**config.mk**
```make
export PLATFORM = sky130hd
export DESIGN_NAME = ali_cordic
export DESIGN_NICKNAME = d
export VERILOG_FILES = /design/src/hdl/ali_pkg.sv /design/src/hdl/ali_cordic.sv
export SDC_FILE = /design/constraint.sdc
export NUM_CORES = 1
export LEC_CHECK = 0
export ABC_AREA = 1
export BUFFER_PORTS_ARGS = -buffer_cell sky130_fd_sc_hd__buf_2
export CORE_MARGIN = 2
export CORE_UTILIZATION = 45
export CTS_CLUSTER_DIAMETER = 30
export DETAILED_ROUTE_END_ITERATION = 6
export GPL_TIMING_DRIVEN = 0
export HOLD_SLACK_MARGIN = 0.05
export PLACE_DENSITY_LB_ADDON = 0.15
export RECOVER_POWER = 50
export SYNTH_ARGS = -nofsm -noshare
export SYNTH_HDL_FRONTEND = slang
export SYNTH_SLANG_ARGS = --single-unit
```
**constraint.sdc**
```tcl
create_clock -name clk -period 6.2 [get_ports clk]
set_input_delay 1.24 -clock clk [delete_from_list [all_inputs] [get_ports clk]]
set_output_delay 1.24 -clock clk [all_outputs]
set_load 0.1 [all_outputs]
```
**src/hdl/ali_pkg.sv**
```systemverilog
// Shared types, constants and helper functions for the arc and line interpolator.
package ali_pkg;

  localparam int CW = 34;
  localparam int ZW = 32;

  localparam logic signed [ZW-1:0] PI_Q      = 32'sd843314857;
  localparam logic signed [ZW-1:0] HALF_PI_Q = 32'sd421657428;
  localparam logic signed [ZW-1:0] TWO_PI_Q  = 32'sd1686629713;
  localparam logic signed [CW-1:0] CORDIC_K  = 34'sd652032874;
  localparam logic [4:0]           CORDIC_LAST = 5'd27;

  localparam logic [2:0] MODE_FEED   = 3'd0;
  localparam logic [2:0] MODE_RAPID  = 3'd1;
  localparam logic [2:0] MODE_CW     = 3'd2;
  localparam logic [2:0] MODE_CCW    = 3'd3;
  localparam logic [2:0] MODE_STOP   = 3'd4;
  localparam logic [2:0] MODE_SETPOS = 3'd5;

  localparam logic [1:0] ST_OK   = 2'd0;
  localparam logic [1:0] ST_FEED = 2'd1;
  localparam logic [1:0] ST_BUSY = 2'd2;

  typedef struct packed {
    logic start;
    logic vec;
  } cordic_ctrl_t;

  function automatic logic signed [ZW-1:0] atan_step(input logic [4:0] i);
    logic signed [ZW-1:0] v;
    unique case (i)
      5'd0: v = 32'sd210828714;
      5'd1: v = 32'sd124459457;
      5'd2: v = 32'sd65760959;
      5'd3: v = 32'sd33381290;
      5'd4: v = 32'sd16755422;
      5'd5: v = 32'sd8385879;
      5'd6: v = 32'sd4193963;
      5'd7: v = 32'sd2097109;
      5'd8: v = 32'sd1048571;
      5'd9: v = 32'sd524287;
      default: v = 32'sd1 <<< (5'd28 - i);
    endcase
    return v;
  endfunction

  function automatic logic signed [31:0] clamp_sym(input logic signed [33:0] v);
    logic signed [31:0] r;
    if (v > 34'sd2147483647) r = 32'sd2147483647;
    else if (v < -34'sd2147483647) r = -32'sd2147483647;
    else r = v[31:0];
    return r;
  endfunction

  function automatic logic [31:0] sat32(input logic signed [37:0] v);
    logic [31:0] r;
    if (v > 38'sd2147483647) r = 32'h7FFF_FFFF;
    else if (v < -38'sd2147483648) r = 32'h8000_0000;
    else r = v[31:0];
    return r;
  endfunction

endpackage

```
**src/hdl/ali_cordic.sv**
```systemverilog
// Iterative CORDIC, vectoring or rotation, one micro-rotation per cycle.
module ali_cordic (
  input  logic                           clk,
  input  logic                           rst,
  input  ali_pkg::cordic_ctrl_t          ctrl,
  input  logic signed [ali_pkg::CW-1:0]  x0,
  input  logic signed [ali_pkg::CW-1:0]  y0,
  input  logic signed [ali_pkg::ZW-1:0]  z0,
  output logic signed [ali_pkg::CW-1:0]  x,
  output logic signed [ali_pkg::CW-1:0]  y,
  output logic signed [ali_pkg::ZW-1:0]  z,
  output logic                           done
);
  import ali_pkg::*;

  logic                 running;
  logic [4:0]           step;
  logic                 vec;
  logic                 plus;
  logic signed [CW-1:0] xsh, ysh;
  logic signed [ZW-1:0] da;

  always_comb begin
    plus = vec ? (y > 0) : (z < 0);
    xsh  = y >>> step;
    ysh  = x >>> step;
    da   = atan_step(step);
  end

  always_ff @(posedge clk) begin
    if (rst) begin
      running <= 1'b0;
      done    <= 1'b0;
      step    <= '0;
      vec     <= 1'b0;
    end else begin
      done <= 1'b0;
      if (ctrl.start) begin
        running <= 1'b1;
        step    <= '0;
        vec     <= ctrl.vec;
      end else if (running) begin
        step <= step + 5'd1;
        if (step == CORDIC_LAST) begin
          running <= 1'b0;
          done    <= 1'b1;
        end
      end
    end
  end

  always_ff @(posedge clk) begin
    if (ctrl.start) begin
      x <= x0;
      y <= y0;
      z <= z0;
    end else if (running) begin
      if (plus) begin
        x <= x + xsh;
        y <= y - ysh;
        z <= z + da;
      end else begin
        x <= x - xsh;
        y <= y + ysh;
        z <= z - da;
      end
    end
  end

endmodule

```
# After elaboration in Yosys (flattened, before gate mapping)
# Index checks and enable logic that the tools add are counted.
dict set report totals {
  ff_bits 108
  inputBits 104
  output_inout_bits 101
  wordCells 50
}
dict set report op_classes {
  n_addsub 8
  n_lt_le_gt_ge 2
  eq_ne 10
  n_shift 3
  mux 15
  bitwise_logic 1
  reduce_logical 4
}
# cell n
set ops {}
lappend ops {{one-hot mux 32 bit (10 select lines)} 1}
lappend ops {{two-way mux 34 bit} 6}
lappend ops {{two-way mux 32 bit} 3}
lappend ops {{adder 34 bit} 2}
lappend ops {{>>> shifter 34 x 5 -> 34 bit} 2}
lappend ops {{subtractor 34 bit} 2}
lappend ops {{greater-than comparator 34 x 1 -> 1 bit (second input constant)} 1}
lappend ops {{adder 32 bit} 1}
lappend ops {{< comparator 32 x 1 -> 1 bit (second input constant)} 1}
lappend ops {{<<< shifter 2 x 5 -> 32 bit (first input constant)} 1}
lappend ops {{subtractor 32 bit} 1}
lappend ops {{== test 5 x 3 -> 1 bit (second input constant)} 4}
lappend ops {{== test 5 x 2 -> 1 bit (second input constant)} 2}
lappend ops {{== test 5 x 4 -> 1 bit (second input constant)} 2}
lappend ops {{adder 5 x 1 -> 5 bit (second input constant)} 1}
lappend ops {{== test 5 x 1 -> 1 bit (second input constant)} 1}
lappend ops {{== test 5 bit (second input constant)} 1}
lappend ops {{logical NOT 5 bit} 1}
lappend ops {{two-way mux 1 bit} 5}
lappend ops {{subtractor 5 bit (first input constant)} 1}
lappend ops {{OR reduction 3 bit} 1}
lappend ops {{nonzero test 2 bit} 1}
lappend ops {{OR reduction 2 bit} 1}
lappend ops {{NOT 1 bit} 1}

# Longest topological paths before layout
# Gate-level depths: netlist of the first run.
dict set report depth {
  ltp_word 7
  mapped_depth 39
  ltp_nobuf 37
}

# Worst setup path after synthesis of the first run
# Ideal clock, no wire load.
dict set report synth_path {
  path_type {register -> register}
  from {reg y[29] (netlist name)}
  to {reg z[18] (netlist name), data pin}
  setup_time_ns 0.254
  arrival_time_ns 4.536
  t_required_ns 5.946
  path_slack_ns 1.410
  stages_incl_launch_ff 27
  path_buffers 3
  synth_period_minus_slack_ns 4.790
  cell_sequence {edfxtp_1 -> nor4_1 -> nand2_1 -> nor2_1 -> nand4_1 -> nand3b_1 -> o21a_1 -> buf_2 -> buf_1 -> clkbuf_1 -> o21ai_0 -> fa_1 -> nand2_1 -> nand2_1 -> nand2_1 -> nand2_1 -> a21boi_0 -> o21ai_0 -> a21oi_1 -> inv_1 -> nand2_1 -> nand2_1 -> a21boi_0 -> inv_1 -> or2_2 -> nand3_1 -> nand2_1}
}
dict set report synth_via {
  elab_chain_cells 5
}
# item line_no
set synth_rtl {}
lappend synth_rtl {{start: declaration} ali_cordic.sv:10} ;# output logic signed [ali_pkg::CW-1:0] y,
lappend synth_rtl {{start signal: assignment} ali_cordic.sv:55} ;# y <= y0;
lappend synth_rtl {{start signal: assignment} ali_cordic.sv:60} ;# y <= y - ysh;
lappend synth_rtl {{start signal: assignment} ali_cordic.sv:64} ;# y <= y + ysh;
lappend synth_rtl {{greater-than comparator 34 x 1 -> 1 bit} ali_cordic.sv:24} ;# plus = vec ? (y > 0) : (z < 0);
lappend synth_rtl {{two-way mux 1 bit} ali_cordic.sv:24}
lappend synth_rtl {{two-way mux 32 bit} ali_cordic.sv:58} ;# if (plus) begin
lappend synth_rtl {{two-way mux 32 bit} ali_cordic.sv:57} ;# end else if (running) begin
lappend synth_rtl {{two-way mux 32 bit} ali_cordic.sv:53} ;# if (ctrl.start) begin
lappend synth_rtl {{end signal: assignment} ali_cordic.sv:56} ;# z <= z0;
lappend synth_rtl {{end signal: assignment} ali_cordic.sv:61} ;# z <= z + da;
lappend synth_rtl {{end signal: assignment} ali_cordic.sv:65} ;# z <= z - da;
lappend synth_rtl {{end: declaration} ali_cordic.sv:11} ;# output logic signed [ali_pkg::ZW-1:0] z,
# No other way between the ends. The select of a mux whose other input is x is not followed.
# A chain may end at the register's enable or synchronous reset.

# Worst setup path in the final report of the first run
dict set report layout_path {
  from {reg step[1]}
  to {reg z[26] (netlist name), data pin}
}
dict set report layout_via {
  elab_chain_cells 7
  word_cells_on_any_way 18
  cone_classes {3 x add/sub; 9 x eq/ne; 1 x shift; 4 x mux; 1 x reduce/logical}
}
# item line_no
set layout_rtl {}
lappend layout_rtl {{start: declaration} ali_cordic.sv:17} ;# logic [4:0] step;
lappend layout_rtl {{start signal: assignment} ali_cordic.sv:43} ;# step <= step + 5'd1;
lappend layout_rtl {{subtractor 5 bit} ali_pkg.sv:42} ;# default: v = 32'sd1 <<< (5'd28 - i);
lappend layout_rtl {{<<< shifter 2 x 5 -> 32 bit} ali_pkg.sv:42}
lappend layout_rtl {{one-hot mux 32 bit (10 select lines) (*)} ali_pkg.sv:31} ;# unique case (i)
lappend layout_rtl {{subtractor 32 bit or adder 32 bit (tied branches)} {ali_cordic.sv:65, ali_cordic.sv:61}}
lappend layout_rtl {{two-way mux 32 bit (*)} ali_cordic.sv:58}
lappend layout_rtl {{two-way mux 32 bit (*)} ali_cordic.sv:57}
lappend layout_rtl {{two-way mux 32 bit (*)} ali_cordic.sv:53}
# Mark *: on every way between the ends. The rest lies on a longest branch, timed or not. The select of a mux whose other input is x is not followed.

==> metrics.md, run 1 <==
| Metric | Value |
|---|---|
| Status | complete, but fails checks |
| Failing checks | DRC, capacitance limit, slew limit |
| IO buf count | 203 |
| Initial core utilization | 0.458 |
| Antenna violations before repair | 3 |
| Routability Congestion | 1.06 |
| Clock Path Buffers | 2 |
| Async SR Flop Fraction | 0 |
| First-pass GRT wire length | 121 mm |
| Crit path from | step[1] |
| EDFF count, synth | 100 |
| TritonRoute pass-1 iters | 7 |
| Routed len/inst | 22.5 um |
| Max FO, Critical Path | 11 |
| CP max stage cell | dfxtp_2 |
| Main combinational cell family by area after synthesis | simple AND/OR/NAND/NOR gates |
| Syn_area_per_cell | 5.93 um^2 |
| Root buf cell | clkbuf_16 |
| Hold Path Class | reg -> reg |
| Total grt overflow | 0 |
| Worst-path clk slew | 100 ps |
| Prevailing post-synth register cell | edfxtp_1 |
| H-tree levels | 3 |
| Worst Clk Skew | 21.5 ps |
| Number of global-route vias before repair | 20333 |
| Kind of critical path | reg -> reg |
| Relative slew slack | -0.868 |
| Gr usage total | 0.398 |
| CP dominant cell by count | nand2_1 |
| Util after Layout | 0.509 |
| Register area share after synthesis | 0.182 |
| Worst reg2reg path endpoint | z[26] |
| Worst setup SP type | register |
| Reg2reg start | step[1] |
| Arr. time, crit path | 6060 ps |
| Initial DRC Count | 2395 |
| Post-synthesis mux area share | 0 |
| Clock latency on the worst-skew pair | 430 ps |
| Routed Antenna Nets | 0 |
| I/O Pins | 205 |
| Max-Cap Viols | 1 |
| Syn nets | 3145 |
| Worst-Margin Slew | 2800 ps |
| Most frequent cells in the layout | nand2_1 (966), nand3_1 (433), nor2_1 (251) |
| Final Max Tran Viols | 54 |
| Reg2Reg Depth | 32 |
| Hold Crit Start | vec |
| Yosys reg bits | 108 |
| Flop-to-flop setup slack | 320 ps |
| Total setup buffers inserted after CTS | 0 |
| RSZ-0062 raised after global routing | false |
| Synth unique cells | 51 |
| # hold bufs at CTS | 0 |
| Critical path endpoint category | register |
| Site Rows | 71 |
| DR vias/cell | 5.89 |
| Die X | 200 um |
| Via Count | 21518 |
| Commonest non-fill, non-tap cell in the layout | nand2_1 |
| XOR/XNOR share of the synthesized area | 0.0504 |
| Nets@finish | 3359 |
| DIE HEIGHT | 200 um |
| Detail Placement HPWL | 65.5 mm |
| Final setup viols | 0 |
| WL final | 82.2 mm |
| Ant. Diodes | 0 |
| Mapped Area | 17300 um^2 |
| CTS buffer count | 9 |
| Final period util | 0.948 |
| Synth Area in Compound Gates | 0.125 |
| Mapped Cells | 2925 |
| Core Region | 37800 um^2 |
| Ys Warns | 0 |
| Post-Synth Simple-Gate Area | 0.472 |
| Layout cells sized above 1 | 0.110 |
| Period minus WS final | 5880 ps |
| Worst Hold Path Cells | 2 |
| Worst Hold End | vec |
| Syn-to-layout area delta | 11.1% |
| Largest net degree at the start of global routing | 55 |
| CTS tree | built |
| Final Hold Vio Count | 0 |
| Synth Area in Adders | 0.0850 |
| Die Area | 40100 um^2 |
| CTS sink count | 108 |
| DR DRC count | 6 |
| Crit path largest cell delay | 370 ps |
| Highest clock rate | 170 MHz |
| Worst EP required | 6380 ps |
[cell type report]
class / instances / area (um^2)
clock buffers: 9 / 225
inverters: 241 / 910
multi-input cells: 2465 / 12800
clock inverters: 7 / 86.3
flip-flops and latches: 108 / 3160
well taps: 511 / 639
plain buffers: 110 / 576
repair buffers: 204 / 917
fillers: 4049 / 18600
[cells by family (layout without fill, tap and decap cells)]
group           after synthesis  after routing
flops                       108            108
simple gates               1870           1870
compound gates              380            380
fa+ha+maj                   116            116
buf+inv                     352            571
xor+xnor                     99             99
[through the flow]
stage               TNS (ps)  hold WS (ps)  area (um^2)  instances  worst slack [ps]
finish                     0           498        19300       3655               325
global route               0           526        19300       3655              29.2
CTS                        0           497        19400       3655               129
detailed placement     -2500           482        19000       3640              -624
global placement     -126080           470        19000       3639             -1260
floorplan                  0           448        17300       2925              1410
[sequential cells by signal, summed over array words and instances, names as in the netlist]
register	flops
done	1
running	1
x	34
step	5
vec	1
z	32
y	34
[worst max-delay path, delay by kind of cell (launching register included)]
kind | cells | cell delay [ps]
xor+xnor | 1 | 170
fa+ha+maj | 3 | 800
compound gates | 4 | 770
buf+inv | 6 | 920
flops | 1 | 370
simple gates | 18 | 2580
[metal layers]
metal,up-vias,global-route usage,share of wire
met4,2,0.224,0.062
met2,1241,0.605,0.42
met5,-,0,0.00013
met3,241,0.0861,0.11
li1,10180,-,-
met1,9854,0.522,0.41
[worst max-delay path by stage]
stage	to	slack (ps)	depth (start not counted)
after floorplan	z[18]	1410	26
after global placement	x[20]	-1260	5
after detailed placement	z[26]	-620	22
after CTS	z[26]	130	30
after global routing	x[31]	30	28
final	z[26]	320	32
[synth_stat cells (3+ instances only)]
cell	count	area [um^2]
o21bai_1	5	37.5
a211oi_1	5	37.5
buf_1	12	45.0
o21ai_1	40	200
or2_2	56	350
a21boi_0	7	52.6
buf_4	12	90.1
nand4_1	27	169
a21oi_1	126	631
o31ai_1	11	82.6
o21a_1	8	60.1
edfxtp_1	100	3000
buf_6	9	101
xor2_1	63	552
fa_1	3	60.1
nand3_1	435	2180
a221oi_1	6	52.6
nand3b_1	11	82.6
nor3_1	36	180
o21ai_2	7	61.3
nor2_4	6	67.6
o211ai_1	8	60.1
a31oi_1	26	163
nand3_2	14	140
xnor2_1	35	307
nor2_1	251	942
and2_1	3	18.8
inv_1	220	826
inv_2	19	71.3
ha_1	113	1410
o21ai_0	110	551
a21o_1	15	113
clkbuf_1	44	165
nor4_1	14	87.6
nand2_1	966	3630
dfxtp_1	8	160
nor2_2	21	131
buf_2	34	170
nand2_2	23	144
[what timing repair did]
action                                  CTS  global route
gates resized for setup                   4            22
endpoints found under the setup margin   17            25
hold endpoints to repair                  0             0
Power of run 1 is left out: the tool's default activity adds up to more than one toggle a clock period on the data nets, which glitch-free logic cannot reach.
==> run 2, diff against run 1 <==
--- a/config.mk
+++ b/config.mk
@@ -6,9 +6,13 @@
 export NUM_CORES = 1
 export LEC_CHECK = 0
 export ABC_AREA = 1
+export ABC_CLOCK_PERIOD_IN_PS = 6200
 export BUFFER_PORTS_ARGS = -buffer_cell sky130_fd_sc_hd__buf_2
+export CELL_PAD_IN_SITES_DETAIL_PLACEMENT = 2
+export CELL_PAD_IN_SITES_GLOBAL_PLACEMENT = 2
+export CORE_ASPECT_RATIO = 1.1
 export CORE_MARGIN = 2
-export CORE_UTILIZATION = 45
+export CORE_UTILIZATION = 32
 export CTS_CLUSTER_DIAMETER = 30
 export DETAILED_ROUTE_END_ITERATION = 6
 export GPL_TIMING_DRIVEN = 0
==> run 2 against run 1 <==
  * The run ends with capacitance limit, slew limit left
  * Maximum frequency shrank 0.84%
  * Sequential share of layout area shrank 0.30 points
  * Hold slack gained 2.7 ps
  * Core utilization shrank 14 points
  * Clock skew shrank 7.0 ps
  * Sequential cell count is the same
  * First-iteration DRC count shrank 41%
==> metrics.md, run 2 (synthesis gave the netlist of run 1 again) <==
| Metric | Value |
|---|---|
| Status | complete, but fails checks |
| Failing checks | capacitance limit, slew limit |
| Core Region | 53600 um^2 |
| WL final | 99.1 mm |
| CTS buffer count | 9 |
| Relative slew slack | -0.0775 |
| Ant. Diodes | 0 |
| Max-Cap Viols | 1 |
| GRT busiest layer | met2 |
| Routability Congestion | 1.01 |
| Max FO, Critical Path | 10 |
| Highest clock rate | 169 MHz |
| CTS tree | built |
| Most frequent cells in the layout | nand2_1 (963), nand3_1 (431), nor2_1 (249) |
| Number of global-route vias before repair | 23179 |
| Worst EP required | 6380 ps |
| DR DRC count | 0 |
| DIE HEIGHT | 248 um |
| DR vias/cell | 5.62 |
| CTS sink count | 108 |
| Final period util | 0.956 |
| I/O Pins | 205 |
| Worst-Margin Slew | 1610 ps |
| Layout cells sized above 1 | 0.116 |
| Root buf cell | clkbuf_16 |
| Crit path from | y[4] |
| Final setup viols | 0 |
| Total grt overflow | 0 |
| Nets@finish | 3366 |
| Reg2Reg Depth | 25 |
| Met2 Use GR | 0.596 |
| Final Hold Vio Count | 0 |
| CP endpoint | z[18] |
| Detail Placement HPWL | 81.6 mm |
| H-tree levels | 3 |
| Largest regs | x x34, y x34, z x32 |
| Placed Area | 19300 um^2 |
| Final Max Tran Viols | 30 |
| Met1 Use GR | 0.449 |
| Worst reg2reg path endpoint | z[18] |
| Worst Slack Setup Final | 275 ps |
| Routed len/inst | 25.5 um |
| Initial core utilization | 0.324 |
| Sum Neg Setup Slack | 0 ps |
| Kind of critical path | reg -> reg |
| Initial DRC Count | 1413 |
| Worst Clk Skew | 14.6 ps |
| Site Rows | 89 |
| First-pass GRT wire length | 145 mm |
| Dpl ws | -1160 ps |
| Die Area | 56100 um^2 |
| TritonRoute pass-1 iters | 5 |
| Hold Path Class | reg -> reg |
| Routed Antenna Nets | 0 |
| Largest net degree at the start of global routing | 43 |
| Commonest non-fill, non-tap cell in the layout | nand2_1 |
| Gr usage total | 0.349 |
| Period minus WS final | 5930 ps |
| Clock latency on the worst-skew pair | 410 ps |
| Die X | 226 um |
| Reg2reg start | y[4] |
| Flop-to-flop setup slack | 270 ps |
| Clock Path Buffers | 2 |
| Worst setup SP type | register |
| Via Count | 21789 |
| Post-route cell area | 19600 um^2 |
| # hold bufs at CTS | 0 |
| Syn-to-layout area delta | 13.2% |
| Worst-path clk slew | 100 ps |
| Arr. time, crit path | 6100 ps |
| IO buf count | 203 |
| Util after Layout | 0.367 |
| Antenna violations before repair | 2 |
| Critical path endpoint category | register |
| GR met3 Demand/Resource | 0.0289 |
==> run 2: cell count changes in the layout (fill, tap and decap cells not counted), sizes merged <==
cell           change
clkbuf             +4
inv                -1
clkinv             -1
buf                +5
bufinv             +1
clkdlybuf4s15      -1
==> run 2: critical path, cell delays in order, from the launching register on <==
cell,delay (ps)
edfxtp_1,530
nor2_1,160
nand2_1,70
nor4_1,430
nand4_1,290
nand3b_1,160
o21a_1,120
buf_2,330
inv_1,260
clkbuf_2,450
o21ai_0,370
xnor2_1,180
inv_1,70
ha_1,350
a21oi_1,210
a21boi_1,230
o21ai_0,170
a21oi_1,170
inv_1,90
nand2_1,110
nand2_2,150
a21boi_2,260
inv_1,100
or2_2,280
nand3_1,80
nand2_1,60
==> run 2: what timing repair did <==
action | 4_1_cts | 5_1_grt
setup endpoints to repair | 53 | 32
setup buffers | 0 | 5
hold endpoints to repair | 0 | 0
gates resized for setup | 20 | 34
pin swaps | 0 | 4
==> run 2: layer usage <==
layer	vias up	wire length, um	share of wire
met4	0	4310	0.043
li1	10179	-	-
met2	590	46400	0.47
met1	10857	44100	0.45
met3	163	4240	0.043
met5	-	0	0
==> run 2: per-stage QoR <==
| step | hold slack [ps] | std cells |
|---|---|---|
| 6_report | 501 | 3879 |
| 5_1_grt | 545 | 3879 |
| 4_1_cts | 500 | 3874 |
| 3_5_place_dp | 485 | 3858 |
| 3_3_place_gp | 473 | 3856 |
| 2_1_floorplan | 448 | 2925 |
==> run 2: cell type report <==
class                   instances  area (um^2)
repair buffers                210          952
well taps                     728          911
flip-flops and latches        108         3160
fillers                      6886        33900
clock inverters                 6         81.3
multi-input cells            2465        12800
clock buffers                  10          229
inverters                     241          910
plain buffers                 111          604
==> run 2: worst min path at each step <==
stage | from | end | cells past startpoint
6_report | vec | vec | 2
3_5_place_dp | vec | vec | 2
5_1_grt | vec | vec | 2
2_1_floorplan | vec | vec | 2
3_3_place_gp | vec | vec | 2
4_1_cts | vec | vec | 2
Power of run 2 is left out for the same reason.
